`config.mk`:
```
export PLATFORM = sky130hd
export DESIGN_NAME = int_to_decimal_ascii
export DESIGN_NICKNAME = d
export VERILOG_FILES = /design/src/rtl/itda_pkg.sv /design/src/rtl/int_to_decimal_ascii.sv /design/src/rtl/itda_front.sv /design/src/rtl/itda_digits.sv /design/src/rtl/itda_serial.sv
export VERILOG_INCLUDE_DIRS = /design/src /design/src/rtl
export SDC_FILE = /design/constraint.sdc
export NUM_CORES = 1
export LEC_CHECK = 0
export BUFFER_PORTS_ARGS = -buffer_cell sky130_fd_sc_hd__clkbuf_2
export CAP_MARGIN = 10
export CORE_ASPECT_RATIO = 0.8
export CORE_UTILIZATION = 40
export CTS_BUF_LIST = sky130_fd_sc_hd__clkbuf_8
export CTS_CLUSTER_DIAMETER = 50
export DETAILED_ROUTE_END_ITERATION = 12
export PLACE_DENSITY = 0.59
export SKIP_CTS_REPAIR_TIMING = 1
export SLEW_MARGIN = 20
export SYNTH_ARGS = -nofsm -noshare
export SYNTH_HDL_FRONTEND = slang
export SYNTH_SLANG_ARGS = --single-unit
```
`constraint.sdc`:
```
create_clock -name clk_i -period 5.7 [get_ports clk_i]
set_input_delay 0.285 -clock clk_i [delete_from_list [all_inputs] [get_ports clk_i]]
set_output_delay 0.285 -clock clk_i [all_outputs]
set_load 0.005 [all_outputs]
```
`src/rtl/int_to_decimal_ascii_defines.svh`:
```
// Assertion macros shared by the int_to_decimal_ascii RTL.
`ifndef INT_TO_DECIMAL_ASCII_DEFINES_SVH
`define INT_TO_DECIMAL_ASCII_DEFINES_SVH

// same-cycle implication
`define ITDA_ASSERT_IMPL(label, clk, rst_n, ante, cons) \
  label: assert property (@(posedge clk) disable iff (!rst_n) (ante) |-> (cons)) \
    else $error("itda assertion failed");

// next-cycle implication
`define ITDA_ASSERT_NEXT(label, clk, rst_n, ante, cons) \
  label: assert property (@(posedge clk) disable iff (!rst_n) (ante) |=> (cons)) \
    else $error("itda assertion failed");

`endif

```
`src/rtl/itda_pkg.sv`:
```
// Types, constants and digit step function for the decimal text converter.
package itda_pkg;

  localparam int unsigned NUM_DIGITS = 10;
  localparam logic [3:0]  LAST_POS   = 4'd9;
  localparam logic [5:0]  ASCII_ZERO  = 6'h30;
  localparam logic [5:0]  ASCII_MINUS = 6'h2D;

  // index 0 is the most significant place (1e9)
  localparam logic [NUM_DIGITS-1:0][33:0] POW10 = {
    34'd1, 34'd10, 34'd100, 34'd1000, 34'd10000, 34'd100000,
    34'd1000000, 34'd10000000, 34'd100000000, 34'd1000000000
  };

  typedef struct packed {
    logic                        neg;
    logic [31:0]                 mag;
    logic [NUM_DIGITS-1:0][3:0]  digs;
  } itda_item_t;

  typedef struct packed {
    logic [3:0]  digit;
    logic [31:0] rem;
  } itda_step_t;

  // one decimal place: compare against the nine multiples of the place weight
  function automatic itda_step_t itda_digit_step(logic [31:0] mag, int unsigned pos);
    logic [33:0] m;
    logic [33:0] prod;
    logic [33:0] sub;
    logic [3:0]  d;
    itda_step_t  res;
    m    = {2'b00, mag};
    prod = 34'd0;
    sub  = 34'd0;
    d    = 4'd0;
    for (int j = 1; j <= 9; j++) begin
      prod = prod + POW10[pos];
      if (m >= prod) begin
        d   = 4'(j);
        sub = prod;
      end
    end
    res.digit = d;
    res.rem   = 32'(m - sub);
    return res;
  endfunction

endpackage

```
`src/rtl/int_to_decimal_ascii.sv`:
```
// Top level: signed 32-bit integer to decimal ASCII characters.
// A word passes the input register and the ten digit stages, then loads the serializer.
// Throughput: one character per cycle while out_ready_i is high; a value gives
// 1 to 11 characters, and the next value follows without a gap.
// The input register, ten digit stages and serializer hold up to 12 values.
// Reset clears all valid bits; no other state is kept between words.
module int_to_decimal_ascii (
  input  logic               clk_i,
  input  logic               rst_ni,
  input  logic               in_valid_i,
  output logic               in_ready_o,
  input  logic signed [31:0] value_i,
  output logic               out_valid_o,
  input  logic               out_ready_i,
  output logic [5:0]         char_code_o,
  output logic               last_o
);

  logic                 f_valid, f_ready;
  itda_pkg::itda_item_t f_item;
  logic                 d_valid, d_ready;
  itda_pkg::itda_item_t d_item;

  itda_front u_front (
    .clk_i      (clk_i),
    .rst_ni     (rst_ni),
    .in_valid_i (in_valid_i),
    .in_ready_o (in_ready_o),
    .value_i    (value_i),
    .valid_o    (f_valid),
    .ready_i    (f_ready),
    .item_o     (f_item)
  );

  itda_digits u_digits (
    .clk_i   (clk_i),
    .rst_ni  (rst_ni),
    .valid_i (f_valid),
    .ready_o (f_ready),
    .item_i  (f_item),
    .valid_o (d_valid),
    .ready_i (d_ready),
    .item_o  (d_item)
  );

  itda_serial u_serial (
    .clk_i       (clk_i),
    .rst_ni      (rst_ni),
    .valid_i     (d_valid),
    .ready_o     (d_ready),
    .item_i      (d_item),
    .out_valid_o (out_valid_o),
    .out_ready_i (out_ready_i),
    .char_code_o (char_code_o),
    .last_o      (last_o)
  );

endmodule

```
`src/rtl/itda_front.sv`:
```
// Input stage: registers the sign and the 32-bit magnitude.
module itda_front (
  input  logic                clk_i,
  input  logic                rst_ni,
  input  logic                in_valid_i,
  output logic                in_ready_o,
  input  logic signed [31:0]  value_i,
  output logic                valid_o,
  input  logic                ready_i,
  output itda_pkg::itda_item_t item_o
);

  logic                 valid_q;
  itda_pkg::itda_item_t item_q, item_d;

  assign in_ready_o = !valid_q || ready_i;

  always_comb begin
    item_d      = '0;
    item_d.neg  = value_i[31];
    item_d.mag  = value_i[31] ? (~value_i) + 32'd1 : value_i;
  end

  always_ff @(posedge clk_i or negedge rst_ni) begin
    if (!rst_ni) begin
      valid_q <= 1'b0;
    end else if (in_ready_o) begin
      valid_q <= in_valid_i;
    end
  end

  always_ff @(posedge clk_i) begin
    if (in_valid_i && in_ready_o) begin
      item_q <= item_d;
    end
  end

  assign valid_o = valid_q;
  assign item_o  = item_q;

endmodule

```
`src/rtl/itda_digits.sv`:
```
// Ten-stage digit pipeline: one decimal place resolved per stage.
`include "int_to_decimal_ascii_defines.svh"

module itda_digits (
  input  logic                 clk_i,
  input  logic                 rst_ni,
  input  logic                 valid_i,
  output logic                 ready_o,
  input  itda_pkg::itda_item_t item_i,
  output logic                 valid_o,
  input  logic                 ready_i,
  output itda_pkg::itda_item_t item_o
);

  localparam int unsigned N = itda_pkg::NUM_DIGITS;

  logic                 valid_q [N];
  itda_pkg::itda_item_t item_q  [N];
  logic                 rdy     [N+1];

  assign rdy[N] = ready_i;

  for (genvar k = 0; k < N; k++) begin : g_stage
    itda_pkg::itda_item_t src;
    itda_pkg::itda_item_t nxt;
    logic                 src_v;
    itda_pkg::itda_step_t st;

    if (k == 0) begin : g_first
      assign src   = item_i;
      assign src_v = valid_i;
    end else begin : g_rest
      assign src   = item_q[k-1];
      assign src_v = valid_q[k-1];
    end

    assign rdy[k] = !valid_q[k] || rdy[k+1];

    always_comb begin
      st           = itda_pkg::itda_digit_step(src.mag, k);
      nxt          = src;
      nxt.mag      = st.rem;
      nxt.digs[k]  = st.digit;
    end

    always_ff @(posedge clk_i or negedge rst_ni) begin
      if (!rst_ni) begin
        valid_q[k] <= 1'b0;
      end else if (rdy[k]) begin
        valid_q[k] <= src_v;
      end
    end

    always_ff @(posedge clk_i) begin
      if (src_v && rdy[k]) begin
        item_q[k] <= nxt;
      end
    end
  end

  assign ready_o = rdy[0];
  assign valid_o = valid_q[N-1];
  assign item_o  = item_q[N-1];

  // after the last place only a remainder of zero is left
  `ITDA_ASSERT_IMPL(a_rem_zero, clk_i, rst_ni, valid_q[N-1], item_q[N-1].mag == 32'd0)
  // top place never exceeds 4 for a 32-bit magnitude
  `ITDA_ASSERT_IMPL(a_top_digit, clk_i, rst_ni, valid_q[0], item_q[0].digs[0] <= 4'd4)
  // a stalled last stage keeps its word
  `ITDA_ASSERT_NEXT(a_hold, clk_i, rst_ni, valid_q[N-1] && !ready_i, valid_q[N-1])

endmodule

```
`src/rtl/itda_serial.sv`:
```
// Output serializer: sign, leading-zero skip, one character per output handshake.
`include "int_to_decimal_ascii_defines.svh"

module itda_serial (
  input  logic                 clk_i,
  input  logic                 rst_ni,
  input  logic                 valid_i,
  output logic                 ready_o,
  input  itda_pkg::itda_item_t item_i,
  output logic                 out_valid_o,
  input  logic                 out_ready_i,
  output logic [5:0]           char_code_o,
  output logic                 last_o
);

  logic                                  busy_q;
  logic                                  neg_q;
  logic [3:0]                            pos_q;
  logic [itda_pkg::NUM_DIGITS-1:0][3:0]  digs_q;
  logic [3:0]                            start;
  logic                                  found;
  logic                                  take;
  logic                                  is_last;
  logic                                  load;

  always_comb begin
    start = itda_pkg::LAST_POS;
    found = 1'b0;
    for (int k = 0; k < int'(itda_pkg::NUM_DIGITS); k++) begin
      if (!found && item_i.digs[k] != 4'd0) begin
        start = 4'(k);
        found = 1'b1;
      end
    end
  end

  assign is_last = !neg_q && (pos_q == itda_pkg::LAST_POS);
  assign take    = busy_q && out_ready_i;
  assign ready_o = !busy_q || (take && is_last);
  assign load    = valid_i && ready_o;

  always_ff @(posedge clk_i or negedge rst_ni) begin
    if (!rst_ni) begin
      busy_q <= 1'b0;
      neg_q  <= 1'b0;
      pos_q  <= '0;
    end else if (load) begin
      busy_q <= 1'b1;
      neg_q  <= item_i.neg;
      pos_q  <= start;
    end else if (take) begin
      if (neg_q) begin
        neg_q <= 1'b0;
      end else begin
        pos_q <= pos_q + 4'd1;
      end
      if (is_last) begin
        busy_q <= 1'b0;
      end
    end
  end

  always_ff @(posedge clk_i) begin
    if (load) begin
      digs_q <= item_i.digs;
    end
  end

  assign out_valid_o = busy_q;
  assign last_o      = is_last;
  assign char_code_o = neg_q ? itda_pkg::ASCII_MINUS
                             : itda_pkg::ASCII_ZERO + {2'b00, digs_q[pos_q]};

  `ITDA_ASSERT_IMPL(a_pos_range, clk_i, rst_ni, busy_q, pos_q <= itda_pkg::LAST_POS)
  `ITDA_ASSERT_IMPL(a_digit_char, clk_i, rst_ni, busy_q && !neg_q,
                    char_code_o >= 6'h30 && char_code_o <= 6'h39)
  `ITDA_ASSERT_NEXT(a_no_drop, clk_i, rst_ni, take && !is_last, busy_q)
  `ITDA_ASSERT_NEXT(a_sign_load, clk_i, rst_ni, load && item_i.neg, neg_q && busy_q)

endmodule
```
==> reports/summary.txt <==
PWR
----------------------------------------------------------------------------------------
Power per cell area .......................................................  304 nW/um^2
Overall Power .............................................................      10.9 mW
Total net switching power .................................................      3.05 mW
Flop pwr share ............................................................        0.522
Relative contribution of combinational cells to total power ...............        0.157
Reported leakage power ....................................................      12.4 nW
VDD IR-drop max ...........................................................       175 uV
Cell internal power dissipation ...........................................      7.82 mW
Switching power as a share of total power .................................        0.280
Clock share of power ......................................................        0.321

SETUP PATH
----------------------------------------------------------------------------------------
CP required ...............................................................      6130 ps
Data arrival time of the critical path ....................................      5940 ps
Critical path capture point ............................................... u_digits.item_q[5][64]$_DFFE_PP_
Largest driver fanout on the critical path ................................            4
Worst Setup Path Type .....................................................      reg2reg
Startpoint types ..........................................................         flop
Number of cell instances on the worst register-to-register path ...........           23
Register-to-Register Setup Slack ..........................................       190 ps
Critical register-to-register path endpoint ............................... u_digits.item_q[5][64]$_DFFE_PP_
Source of the worst register-to-register timing path ...................... u_digits.item_q[4][63]$_DFFE_PP_
Element type at the critical path end .....................................         flop
Worst setup path startpoint ............................................... u_digits.item_q[4][63]$_DFFE_PP_

SYNTH
----------------------------------------------------------------------------------------
Per-instance average area after synthesis .................................   11.5 sq um
Sequential-to-total area share from yosys stat ............................        0.562
Most instantiated cells after synthesis ................................... 580 x sky130_fd_sc_hd__edfxtp_1, 204 x sky130_fd_sc_hd__nor2_1, 183 x sky130_fd_sc_hd__nand2_1
Proportion of netlist area held by the largest area contributor ...........        0.549
Async S/R FF share, synth .................................................       0.0285
Largest cells by area after synthesis ..................................... sky130_fd_sc_hd__edfxtp_1 55%, sky130_fd_sc_hd__ha_1 5.2%, sky130_fd_sc_hd__xnor2_1 3.9%
Number of cells produced by synthesis .....................................         2756
Library cell occupying the most area in the post-synthesis netlist ........ sky130_fd_sc_hd__edfxtp_1
Cell with the most instances after synthesis .............................. sky130_fd_sc_hd__edfxtp_1
Synthesized Nets ..........................................................         2934
Flip-flop and latch count after synthesis .................................          597
Number of unique standard cell types used by synthesis ....................           89
Top flip-flop cell by instance count after synthesis ...................... sky130_fd_sc_hd__edfxtp_1
Warning count from the yosys run ..........................................            0
Number of flops mapped to enable cells by yosys ...........................          580
Mapped Area ...............................................................  31700 sq um

PLACE
----------------------------------------------------------------------------------------
I/O Buffers ...............................................................           43
Post-Place Setup Slack ....................................................     -81.1 ps
Placed wire-length estimate ............................................... 52600 microns
Last weighted congestion value of the routability-driven placer ...........        0.923

GLOBAL ROUTE
----------------------------------------------------------------------------------------
Via count of the first global-routing pass ................................        21000
Antenna violations before repair ..........................................            4
Total gr overflow .........................................................            0
Largest net degree at the start of global routing .........................           65
Total track usage .........................................................        0.176
Wire length of the first global-routing pass .............................. 113000 microns

STA
----------------------------------------------------------------------------------------
Total setup violations reported at the end of the flow ....................            0
Hold WS ...................................................................      61.3 ps
Worst Clk Skew ............................................................      40.6 ps
Pin slew with the least headroom to its limit .............................      1070 ps
Setup ws final ............................................................       188 ps
Portion of the clock cycle consumed by the worst path in the final layout .        0.967
Total count of max-transition violations in the final report ..............            0
Final Hold Viols ..........................................................            0
Setup TNS Final ...........................................................         0 ps
Maximum clock frequency ...................................................      181 MHz
Minimum period implied by the final worst setup slack .....................      5510 ps
Worst max-slew margin expressed relative to the limit .....................        0.290

FLOORPLANNING
----------------------------------------------------------------------------------------
Die extent in x ...........................................................  317 microns
Core Footprint ............................................................  78600 sq um
I/O pins ..................................................................           45
Total Die Area ............................................................  80500 sq um
Initial core utilization ..................................................        0.404
Num rows ..................................................................           92
Die Span Y ................................................................  254 microns

FINISH
----------------------------------------------------------------------------------------
Fraction of layout instances using a drive strength above 1 ...............        0.106
Number of nets in the layout ..............................................         3084
Area growth from synthesis to layout ......................................        12.5%

CLOCK TREE
----------------------------------------------------------------------------------------
Later-pin clock latency in the skew report ................................       710 ps
Number of clock sinks .....................................................          597
Total CTS buffers .........................................................           93
Root Driver ............................................................... sky130_fd_sc_hd__clkbuf_8
Number of buffers on the longest clock path ...............................            3
TritonCTS clock tree ......................................................         done
Clock slew at the register clock pins of the worst setup and hold paths ...        60 ps
Number of levels the H-tree was split into ................................            3

WORST HOLD PATH
----------------------------------------------------------------------------------------
Path class of the lowest-slack min-delay path .............................       in2reg

RUN STATUS
----------------------------------------------------------------------------------------
Outcome ................................................................... complete, no violations

ROUTE
----------------------------------------------------------------------------------------
DRC Markers ...............................................................            0
Number of search-and-repair iterations in the first detailed-routing pass .            5
Antenna viol nets, final ..................................................            0
Routed via count divided by cell count ....................................         5.49
DR WL/cell ................................................................ 17.8 microns
Wirelength, routed ........................................................ 71500 microns
DRC violation total after the first TritonRoute iteration .................         1806
Routed via count ..........................................................        22000

FLOW RUN
----------------------------------------------------------------------------------------
Max Cap Viol ..............................................................            0

critical path, cell delays in order (launching register included):
cell and delay [ps]:
sky130_fd_sc_hd__edfxtp_1 390, sky130_fd_sc_hd__or4_4 580, sky130_fd_sc_hd__or4b_4 530, sky130_fd_sc_hd__or3_4 380, sky130_fd_sc_hd__or3_4 370, sky130_fd_sc_hd__a211o_1 280, sky130_fd_sc_hd__o211ai_2 100, sky130_fd_sc_hd__nand2_2 70
sky130_fd_sc_hd__a21o_1 210, sky130_fd_sc_hd__a21o_1 180, sky130_fd_sc_hd__ha_1 190, sky130_fd_sc_hd__inv_1 80, sky130_fd_sc_hd__fa_2 210, sky130_fd_sc_hd__a21o_1 130, sky130_fd_sc_hd__a21oi_2 70, sky130_fd_sc_hd__o21bai_2 220
sky130_fd_sc_hd__a2111oi_4 100, sky130_fd_sc_hd__buf_4 160, sky130_fd_sc_hd__o311ai_4 290, sky130_fd_sc_hd__o211ai_1 210, sky130_fd_sc_hd__nand2b_1 190, sky130_fd_sc_hd__buf_4 160, sky130_fd_sc_hd__nor2_1 40, sky130_fd_sc_hd__xor2_1 130
cells by family after synthesis:
group | synth area share
AOI/OAI and AO/OA | 0.137
and+or+nand+nor | 0.147
muxes | 0.00796
other | 0.000118
DFF | 0.562
xor gates and xnor gates | 0.0643
buffers and inverters | 0.0234
adders and majority gates | 0.0581
layout make-up:
cell class	count	area, sq um
inverter	115	432
multi-input combinational	1963	13300
clock inverter	78	517
fill	7113	42900
sequential	597	17800
timing repair buffer	136	1000
antenna	1	2.50
tap	1034	1290
clock buffer	94	1290
layer usage:
layer | wire length (microns) | GRT usage | share of wire
met5 | 0 | 0 | 0
met3 | 4030 | 0.0353 | 0.056
met4 | 1370 | 0.0505 | 0.019
met1 | 34600 | 0.255 | 0.48
met2 | 31500 | 0.266 | 0.44
per-stage QoR:
stage	cells	instance area (sq um)	utilization
floorplan	2756	31700	-
global placement	3807	33400	0.425
detailed placement	3807	33400	0.425
CTS	3979	35200	0.448
global route	4018	35700	0.454
finish	4018	35700	0.454
power groups by stage:
| stage | Sequential [mW] | Combinational (mW) | Clock [mW] |
|---|---|---|---|
| global placement | 5.75 | 1.64 | 0 |
| detailed placement | 5.76 | 1.67 | 0 |
| finish | 5.67 | 1.71 | 3.49 |
| global route | 5.71 | 1.91 | 3.79 |
| CTS | 5.67 | 1.68 | 3.61 |
| floorplan | 5.58 | 1.29 | 0 |
cell usage in the layout, fill, tap and decap left out, types with 25 or more instances in the layout:
| cell type | n |
|---|---|
| sky130_fd_sc_hd__a21o_1 | 53 |
| sky130_fd_sc_hd__and2_1 | 29 |
| sky130_fd_sc_hd__clkbuf_2 | 43 |
| sky130_fd_sc_hd__nor2b_1 | 31 |
| sky130_fd_sc_hd__ha_1 | 133 |
| sky130_fd_sc_hd__nor3_1 | 88 |
| sky130_fd_sc_hd__o21bai_1 | 25 |
| sky130_fd_sc_hd__clkbuf_8 | 94 |
| sky130_fd_sc_hd__buf_4 | 57 |
| sky130_fd_sc_hd__or2_2 | 26 |
| sky130_fd_sc_hd__nand2_1 | 183 |
| sky130_fd_sc_hd__xor2_1 | 92 |
| sky130_fd_sc_hd__nor4_1 | 55 |
| sky130_fd_sc_hd__inv_1 | 139 |
| sky130_fd_sc_hd__nand3_1 | 76 |
| sky130_fd_sc_hd__a31oi_1 | 27 |
| sky130_fd_sc_hd__edfxtp_1 | 580 |
| sky130_fd_sc_hd__o21a_1 | 40 |
| sky130_fd_sc_hd__or3_1 | 32 |
| sky130_fd_sc_hd__dlygate4sd3_1 | 36 |
| sky130_fd_sc_hd__nand2b_1 | 51 |
| sky130_fd_sc_hd__xnor2_1 | 141 |
| sky130_fd_sc_hd__nor2_1 | 202 |
| sky130_fd_sc_hd__a21oi_1 | 171 |
| sky130_fd_sc_hd__o21ai_0 | 144 |
| sky130_fd_sc_hd__nand4_1 | 25 |
registers in the layout, indices dropped and copies added, names as in the netlist:
register and count:
u_digits.item_q 508, u_serial.digs_q 39, u_front.item_o 33, u_digits.g_stage.src_v 9, u_serial.pos_q 4, u_digits.valid_o 1, u_front.valid_o 1, u_serial.neg_q 1
u_serial.out_valid_o 1
worst min path at each step:
| stage | cells past startpoint | from | to |
|---|---|---|---|
| 6_report | 3 | value_i[1] | u_front.item_o[43]$_DFFE_PP_ |
| 5_1_grt | 3 | value_i[1] | u_front.item_o[41]$_DFFE_PP_ |
| 3_3_place_gp | 1 | rst_ni | u_front.valid_o$_DFFE_PN0N_ |
| 2_1_floorplan | 0 | rst_ni | u_digits.g_stage[1].src_v$_DFFE_PN0P_ |
| 3_5_place_dp | 1 | rst_ni | u_front.valid_o$_DFFE_PN0N_ |
| 4_1_cts | 1 | rst_ni | u_serial.neg_q$_DFFE_PN0P_ |
Power figures use the tool's default switching activity.
